`src/design/mhp_pkg.sv`:
```
// ----------------------------------------------------------------------------
// Multiplicative hash partitioner package
// Shared widths, constants, codes and types of the partitioner.
// ----------------------------------------------------------------------------
package mhp_pkg;

  localparam int MAX_HASH_BITS = 8;
  localparam int SLOT_BITS     = 16;
  localparam int NPART         = 1 << MAX_HASH_BITS;
  localparam int PART_W        = MAX_HASH_BITS;
  localparam int CNT_W         = SLOT_BITS + 1;
  localparam int HB_W          = 4;
  localparam int KEY_W         = 64;
  localparam int CFG_IDX_W     = 2;
  localparam int CFG_DATA_W    = 17;

  // Golden-ratio fraction in unsigned Q0.64.
  localparam logic [63:0] GOLDEN_Q64 = 64'h9E37_79B9_7F4A_7C15;

  localparam logic [1:0] OP_PLACE = 2'd0;
  localparam logic [1:0] OP_READ  = 2'd1;
  localparam logic [1:0] OP_CLEAR = 2'd2;

  localparam logic [CFG_IDX_W-1:0] CFG_HASH_WIDTH = CFG_IDX_W'(0);
  localparam logic [CFG_IDX_W-1:0] CFG_CAPACITY   = CFG_IDX_W'(1);

  typedef struct packed {
    logic              rd_en;
    logic [PART_W-1:0] rd_addr;
    logic              wr_en;
    logic [PART_W-1:0] wr_addr;
    logic [CNT_W-1:0]  wr_data;
    logic              clr_all;
  } mem_req_t;

endpackage

```
`src/design/mhp_count_mem.sv`:
```
// ----------------------------------------------------------------------------
// Fill counter store
// Synchronous counter memory with a registered read, plus a valid bit
// per partition. An entry that is not valid reads as zero.
// ----------------------------------------------------------------------------
module mhp_count_mem
  import mhp_pkg::*;
(
  input  logic             clk,
  input  logic             rst_n,
  input  mem_req_t         req,
  output logic [CNT_W-1:0] rd_count
);

  logic [CNT_W-1:0] mem [NPART];
  logic [NPART-1:0] valid_r;
  logic [CNT_W-1:0] rd_data_r;
  logic             rd_valid_r;

  always_ff @(posedge clk) begin
    if (req.wr_en) begin
      mem[req.wr_addr] <= req.wr_data;
    end
    if (req.rd_en) begin
      rd_data_r <= mem[req.rd_addr];
    end
  end

  always_ff @(posedge clk) begin
    if (!rst_n) begin
      valid_r    <= '0;
      rd_valid_r <= 1'b0;
    end else begin
      if (req.clr_all) begin
        valid_r <= '0;
      end else if (req.wr_en) begin
        valid_r[req.wr_addr] <= 1'b1;
      end
      if (req.rd_en) begin
        rd_valid_r <= valid_r[req.rd_addr];
      end
    end
  end

  assign rd_count = rd_valid_r ? rd_data_r : '0;

endmodule

```
`config.mk`:
```
export PLATFORM = sky130hd
export DESIGN_NAME = mhp_count_mem
export DESIGN_NICKNAME = d
export VERILOG_FILES = /design/src/design/mhp_pkg.sv /design/src/design/mhp_count_mem.sv
export SDC_FILE = /design/constraint.sdc
export NUM_CORES = 2
export LEC_CHECK = 0
export BUFFER_PORTS_ARGS = -buffer_cell sky130_fd_sc_hd__buf_2
export CORE_MARGIN = 1.5
export CORE_UTILIZATION = 30
export CTS_BUF_LIST = sky130_fd_sc_hd__clkbuf_8
export DETAILED_ROUTE_END_ITERATION = 16
export GPL_ROUTABILITY_DRIVEN = 0
export SETUP_SLACK_MARGIN = 0.02
export SLEW_MARGIN = 20
export SYNTH_ARGS = -nofsm -noshare
export SYNTH_HDL_FRONTEND = slang
export SYNTH_MEMORY_MAX_BITS = 65536
export SYNTH_SLANG_ARGS = --single-unit
```
`constraint.sdc`:
```
create_clock -name clk -period 4 [get_ports clk]
set_input_delay 0.4 -clock clk [delete_from_list [all_inputs] [get_ports clk]]
set_output_delay 0.4 -clock clk [all_outputs]
set_load 0.005 [all_outputs]
```
==> reports/metrics.cfg <==
[run]
cap_violations = 0

[pwr]
ir_drop_uv = 364
power_density_nw_per_um2 = 470
power_w = 0.0959
leakagePower_nw = 63.6

[hold_path]
hp-class = in -> reg
hold_path_end = mem[191][6]$_DFFE_PP_
worstHoldPathCells = 2
hp-start = req[7]

[grt]
grt.total_usage = 0.158
grt_max_degree = 132
grt-ovfl-total = 0
grt_pass1_wl_mm = 672
grt_pass1_vias = 90600
antenna_found_initial = 38

[yosys]
async_flop_share = 0
synth.yosys.seq_area_share = 0.781
synthTopCellsByCount = edfxtp_1 (4,369), mux4_2 (1,145), nor2_1 (719), a22oi_1 (558), clkbuf_1 (340)
synth_area_leaders = edfxtp_1 (75%), mux4_2 (15%), dfxtp_1 (2.9%)
synth_flop_cell = edfxtp_1
synth_fp_nets = 8173
yosys_warnings = 0
yosysMostFrequentCell = edfxtp_1
syn_area_um2 = 175000
syn_avg_cell_area_um2 = 21.5
synth_top_area_share = 0.752
synth_seq_cells = 4626
syn_inst = 8135
yosysUniqueCellTypes = 38
synth-edff-count = 4369
yosysTopAreaCell = edfxtp_1

[cts]
numCtsBuffers = 711
cts_tree = done
numClockSinks = 4626
cts_buffer_depth = 4
insertion_delay_ps = 1270
cts_setup_buffers = 0
clkSlewWorstSetupHoldPaths_ps = 60
htreeDepth = 6
clockRootBuffer = clkbuf_8

[die]
pin_count = 55
dieArea_um2 = 586000
rows = 279
design.core.area_um2 = 578000
die_w_um = 766
die_y_um = 766
start_util = 0.302

[placement]
dp_hpwl_mm = 291
placedCellCount = 16100
portBuffers = 54
preCtsSetupSlack_ps = -593

[worst_setup_path]
worstPathRequired_ps = 4990
path_class = reg -> reg
rr_startpoint = mem[19][16]$_DFFE_PP_
r2r_slack_ps = 420
cp-end-kind = flop
crit-reg2reg-capture = rd_data_r[16]$_DFFE_PP_
cp_max_fo = 1
rr_worst_depth = 8
start_kind = flop
arrival_ps = 4570

[final_layout]
area_delta_synth_final_pct = 16.9
final_cell_count_no_fill = 17500
nets = 9193
drive_gt1_frac = 0.313
n_fill_cell = 53100

[sta]
hold_violations = 0
grt_setup_unrepaired = false
fin_skew_ps = 71.8
relSlewSlack = 0.181
slew_violations = 0
fin_ws_ps = 424
setup_tns_ps = 0
final-setup-viol-count = 0
period_share = 0.894
tightest_slew_ps = 1230
post-route-min-period_ps = 3580
timing.fmax_mhz = 280

[routing]
wl_per_cell_um = 27.2
drc = 0
wirelength_mm = 477
dr.pass1.iters = 6
viasPerCell = 5.08
dr.first_iter.drc_count = 10700
vias = 89000
ant_nets = 0

[outcome]
status = complete, no violations

[cell usage in the layout, fill, tap and decap left out, drive strengths merged, types with 21 or more instances in the layout]
cell type,Yosys,final
edfxtp,4369,4369
mux4,1145,1145
buf,158,772
clkbuf,340,766
nor2,719,719
a22oi,558,558
inv,2,280
a21oi,279,279
dfxtp,257,257
clkinv,0,233
nor4,68,68
o22ai,37,37
dlygate4sd3,0,33
o21ba,29,29
nand2,29,29
diode,0,27
nand3,26,26
or2,21,21
mux2i,21,21
[critical path: stages (launching register included)]
cell,delay (ps)
edfxtp_1,360
mux4_2,480
a22oi_1,460
a21oi_1,310
nor4_1,630
buf_4,220
o22ai_1,310
buf_12,290
or2_2,270
[state kept, by name (all words and copies together), names as in the netlist]
signal and flops:
rd_valid_r 1, mem 4352, valid_r 256, rd_data_r 17
[stage by stage]
step | area (um2) | utilization | hold WS, ps
floorplan | 175000 | - | 435
global placement | 190000 | 0.328 | 442
detailed placement | 190000 | 0.328 | 456
CTS | 204000 | 0.353 | 95.3
global route | 204000 | 0.353 | 136
finish | 204000 | 0.353 | 182
[metal layers]
| metal | GRT usage | share of wire |
|---|---|---|
| met1 | 0.210 | 0.39 |
| met2 | 0.259 | 0.48 |
| met3 | 0.0286 | 0.085 |
| met4 | 0.0565 | 0.037 |
| met5 | 0 | 0.00058 |
[power by group]
group,leakage [nW],switching [W],internal [W]
combinational,14.4,0.00324,0.00185
sequential,41.4,0.0000493,0.0531
clock,7.86,0.0186,0.0191
[cells by family after synthesis]
family,count (synthesis),synth area share
multiplexers,1167,0.149
flip-flops,4626,0.781
AO/OA/AOI/OAI,926,0.0360
buffers and inverters,500,0.0118
AND/OR/NAND/NOR,916,0.0220
[final cells by class]
class,count,area (um2),area share
sequential,4626,136000,0.668
multi-input combinational,3009,36600,0.180
clock buffer,766,10500,0.0517
tap,7727,9670,0.0474
timing repair buffer,805,7710,0.0378
clock inverter,542,3060,0.0150
antenna,27,67.6,0.000331
inverter,2,7.51,0.0000368
[worst max path at each step]
stage,from,end,slack [ps]
after floorplan,req[28],rd_data_r[10]$_DFFE_PP_,1110
after global placement,req[27],rd_data_r[5]$_DFFE_PP_,-940
after detailed placement,req[27],rd_data_r[7]$_DFFE_PP_,-590
after CTS,mem[19][16]$_DFFE_PP_,rd_data_r[16]$_DFFE_PP_,420
after global routing,mem[19][16]$_DFFE_PP_,rd_data_r[16]$_DFFE_PP_,430
final,mem[19][16]$_DFFE_PP_,rd_data_r[16]$_DFFE_PP_,420
[what timing repair did]
action	4_1_cts	5_1_grt
setup endpoints to repair	0	0
hold buffers	33	0
resized for setup	0	0
endpoints found under the hold margin	2921	0
Power figures use the tool's default switching activity.
