==> src/design/mhp_pkg.sv <==
// ----------------------------------------------------------------------------
// Multiplicative hash partitioner package
// Shared widths, constants, codes and types of the partitioner.
// ----------------------------------------------------------------------------
package mhp_pkg;

  localparam int MAX_HASH_BITS = 8;
  localparam int SLOT_BITS     = 16;
  localparam int NPART         = 1 << MAX_HASH_BITS;
  localparam int PART_W        = MAX_HASH_BITS;
  localparam int CNT_W         = SLOT_BITS + 1;
  localparam int HB_W          = 4;
  localparam int KEY_W         = 64;
  localparam int CFG_IDX_W     = 2;
  localparam int CFG_DATA_W    = 17;

  // Golden-ratio fraction in unsigned Q0.64.
  localparam logic [63:0] GOLDEN_Q64 = 64'h9E37_79B9_7F4A_7C15;

  localparam logic [1:0] OP_PLACE = 2'd0;
  localparam logic [1:0] OP_READ  = 2'd1;
  localparam logic [1:0] OP_CLEAR = 2'd2;

  localparam logic [CFG_IDX_W-1:0] CFG_HASH_WIDTH = CFG_IDX_W'(0);
  localparam logic [CFG_IDX_W-1:0] CFG_CAPACITY   = CFG_IDX_W'(1);

  typedef struct packed {
    logic              rd_en;
    logic [PART_W-1:0] rd_addr;
    logic              wr_en;
    logic [PART_W-1:0] wr_addr;
    logic [CNT_W-1:0]  wr_data;
    logic              clr_all;
  } mem_req_t;

endpackage

==> src/design/mhp_hash.sv <==
// ----------------------------------------------------------------------------
// Multiplicative hash unit
// Key times the golden-ratio fraction, split into 32-bit partial products.
// One register stage of products, then the high-word add and bit select.
// ----------------------------------------------------------------------------
module mhp_hash
  import mhp_pkg::*;
(
  input  logic              clk,
  input  logic [KEY_W-1:0]  key,
  input  logic [HB_W-1:0]   hash_width,
  output logic [PART_W-1:0] part
);

  logic [31:0] kl, kh, gl, gh;
  logic [63:0] p0_nxt, p0_r;
  logic [31:0] p1_nxt, p1_r;
  logic [31:0] p2_nxt, p2_r;
  logic [31:0] hi_word;
  logic [PART_W-1:0] top_bits;
  logic [HB_W-1:0]   eff_bits;

  assign kl = key[31:0];
  assign kh = key[63:32];
  assign gl = GOLDEN_Q64[31:0];
  assign gh = GOLDEN_Q64[63:32];

  // Only the low 32 bits of the cross products reach the high product word.
  assign p0_nxt = 64'(kl) * 64'(gl);
  assign p1_nxt = 32'(kh * gl);
  assign p2_nxt = 32'(kl * gh);

  always_ff @(posedge clk) begin
    p0_r <= p0_nxt;
    p1_r <= p1_nxt;
    p2_r <= p2_nxt;
  end

  assign hi_word  = p0_r[63:32] + p1_r + p2_r;
  assign top_bits = hi_word[31 -: PART_W];
  assign eff_bits = (hash_width > HB_W'(MAX_HASH_BITS)) ? HB_W'(MAX_HASH_BITS) : hash_width;

  always_comb begin
    if (eff_bits == '0) begin
      part = '0;
    end else begin
      part = top_bits >> (HB_W'(MAX_HASH_BITS) - eff_bits);
    end
  end

endmodule

==> config.mk <==
export PLATFORM = sky130hd
export DESIGN_NAME = mhp_hash
export DESIGN_NICKNAME = d
export VERILOG_FILES = /design/src/design/mhp_pkg.sv /design/src/design/mhp_hash.sv
export SDC_FILE = /design/constraint.sdc
export NUM_CORES = 2
export LEC_CHECK = 0
export ABC_AREA = 1
export BUFFER_PORTS_ARGS = -buffer_cell sky130_fd_sc_hd__buf_2
export CAP_MARGIN = 15
export CORE_MARGIN = 2
export CORE_UTILIZATION = 62
export DETAILED_ROUTE_END_ITERATION = 10
export PLACE_DENSITY_LB_ADDON = 0.08
export SLEW_MARGIN = 20
export SYNTH_ARGS = -nofsm -noshare
export SYNTH_HDL_FRONTEND = slang
export SYNTH_SLANG_ARGS = --single-unit
export TNS_END_PERCENT = 10
==> constraint.sdc <==
create_clock -name clk -period 8.3 [get_ports clk]
set_clock_uncertainty 0.05 [all_clocks]
set_input_delay 0.415 -clock clk [delete_from_list [all_inputs] [get_ports clk]]
set_output_delay 0.415 -clock clk [all_outputs]
set_load 0.01 [all_outputs]
==> flow_summary.yaml <==
worst_setup_path:
  required_ns: 8.50
  worst-setup-path-type: "in -> reg"
  endpoint_kind: "flip-flop"
  crit_fanout: 8
  cp-startpoint: "key[6]"
  endpoint: "p0_r[33]"
  arrival_ns: 7.25
  worst_setup_path_start_kind: "primary input"
routing:
  first_iter_violations: 2368
  final_antenna_net_count: 0
  post_drt_wl_per_cell_um: 23.9
  remaining_drc_errors: 0
  via_count: 28600
  dr.pass1.iters: 9
  routed_via_density: 5.60
  wirelength_um: 122000
synthesis:
  ys_types: 48
  synth-edff-count: 0
  async_reset_ff_share_pct: 0
  ys_seq_elements: 95
  synth_warnings: 0
  ys_seq_area_share_pct: 4.98
  synth_ff_type: "dfxtp_1"
  syn_nets: 5786
  synth_top_area_share_pct: 41.4
  synth_top_cell_by_area: "fa_1"
  synthCells: 4219
  syn_area_um2: 38200
  netlist_top_cells_count: "1235 x inv_1, 790 x fa_1, 708 x ha_1"
  synth_most_common_cell: "inv_1"
  syn_avg_cell_area_um2: 9.05
  synthTopCellsByArea: "fa_1 41%, ha_1 23%, inv_1 12%"
clocking:
  clock_tree.buffer_depth: 2
  cts_max_level: 3
  clockRootBuffer: "clkbuf_16"
  clock-sinks: 95
  clk_pin_slew_ns: 0.07
  numCtsBuffers: 9
  ctsHoldBuffers: 0
  cts_resized: 0
  post_cts_buffers: 0
  cts_tree: "built"
timing:
  tns_ns: 0
  fin_crit_sh_pct: 85.0
  rsz0062_at_grt: "no"
  finalCriticalPeriod_ns: 7.05
  worst_pin_slew_ns: 0.770
  hold_violations: 0
  fmax_ghz: 0.142
  max-slew-margin-rel_pct: 48.3
  slew_viol_final: 0
  setup_viol: 0
global_routing:
  grt_pass1_wl_um: 187000
  track_usage_pct: 40.6
  gr-total-overflow: 0
  antenna_found_initial: 4
  grt_max_degree: 17
  grt_pass1_vias: 30100
layout:
  syn2layout_area_growth_pct: 4.52
  fin_nets: 5882
  fin_util_pct: 65.9
  fill_cells: 5188
  drive_gt1_share_pct: 3.94
worst_hold_path:
  hold_path_class: "in -> reg"
die:
  coreArea_um2: 60600
  die-area_um2: 63600
  rows: 90
  die_h_um: 252
  die_w_um: 252
  ioPinCount: 77
  start_util_pct: 63.0
placed_design:
  gp_congestion: 1.05
  post-dp-hpwl_um: 113000
  portBuffers: 76
outcome:
  outcome: "finished clean"
flow_run:
  drv_cap: 0
per-layer routing:
| layer | global-route usage [%] | wire [um] | vias to the layer above |
|---|---|---|---|
| li1 | - | - | 13000 |
| met3 | 11.2 | 12800 | 203 |
| met5 | 0 | 30 | - |
| met4 | 12.6 | 4680 | 4 |
| met1 | 58.1 | 52800 | 14100 |
| met2 | 60.4 | 51600 | 1276 |
sequential cells by signal (all words and copies together), names as in the netlist:
signal,flops
p0_r,31
p1_r,32
p2_r,32
layout make-up:
| type | count | area [um^2] | area share, % |
|---|---|---|---|
| clock buffer | 11 | 253 | 0.633 |
| tap | 782 | 978 | 2.45 |
| timing repair buffer | 86 | 455 | 1.14 |
| multi-input combinational | 2869 | 31600 | 79.1 |
| antenna | 2 | 5.00 | 0.0125 |
| clock inverter | 5 | 38.8 | 0.0972 |
| inverter | 1254 | 4710 | 11.8 |
| sequential | 95 | 1900 | 4.76 |
logic make-up (layout without fill, tap and decap cells):
kind of cell	after synthesis	in the layout	synth area share, %
buf+inv	1255	1356	12.3
flops	95	95	4.98
other cells	0	2	0
compound gates	335	335	5.05
fa+ha+maj	1498	1498	64.6
simple gates	914	914	10.2
xor+xnor	122	122	2.80
worst min path at each step:
| stage | from | slack (ns) | cells past startpoint | end |
|---|---|---|---|---|
| 2_1_floorplan | key[32] | 0.39 | 0 | p1_r[0] |
| 3_3_place_gp | key[33] | 0.69 | 1 | p1_r[1] |
| 3_5_place_dp | key[33] | 0.69 | 1 | p1_r[1] |
| 4_1_cts | key[2] | 0.30 | 1 | p2_r[2] |
| 5_1_grt | key[2] | 0.29 | 1 | p2_r[2] |
| 6_report | key[2] | 0.31 | 1 | p2_r[2] |
critical path, stage by stage:
cell,delay [ns]
buf_2,0.25
inv_1,0.22
fa_1,0.58
inv_1,0.15
fa_1,0.62
fa_1,0.47
fa_1,0.54
fa_1,0.59
fa_1,0.45
fa_1,0.49
inv_1,0.05
fa_1,0.47
inv_1,0.04
ha_1,0.34
nand2_1,0.17
inv_1,0.05
a21oi_1,0.21
a21boi_0,0.37
o21ai_1,0.16
a21oi_1,0.27
xor2_1,0.33
cell usage in the layout, fill, tap and decap left out, types with 3 or more instances in the layout:
master and instances:
nor2_2 10, nand4_1 15, nor4_2 3, a211oi_1 3
o211ai_1 4, nor3_1 14, nor3_2 5, o21bai_1 23
o21ai_0 74, xnor2_1 50, o21a_1 7, nor2_1 195
nand3_1 123, o21ai_1 12, inv_2 16, a21o_1 21
a21oi_1 156, inv_1 1235, fa_1 790, a31oi_1 9
nand2_1 510, and3_1 3, o21ai_2 3, dfxtp_1 95
xor2_1 72, a21oi_2 5, nand3b_1 9, buf_2 76
ha_1 708, nand2_2 5, clkbuf_16 9, nand3_2 4
or2_2 5, buf_4 10, clkinv_1 3, a21boi_0 6
nor4_1 5
stage by stage:
stage	hold WS (ns)	area, um^2	std cells	setup WS [ns]
floorplan	0.393	38200	4219	2.25
global placement	0.689	39600	5086	0.892
detailed placement	0.689	39600	5086	0.986
CTS	0.300	39900	5102	1.32
global route	0.294	39900	5102	1.03
finish	0.311	39900	5104	1.25
Power is left out: the tool's default activity adds up to more than one toggle a clock period on the data nets, which glitch-free logic cannot reach.
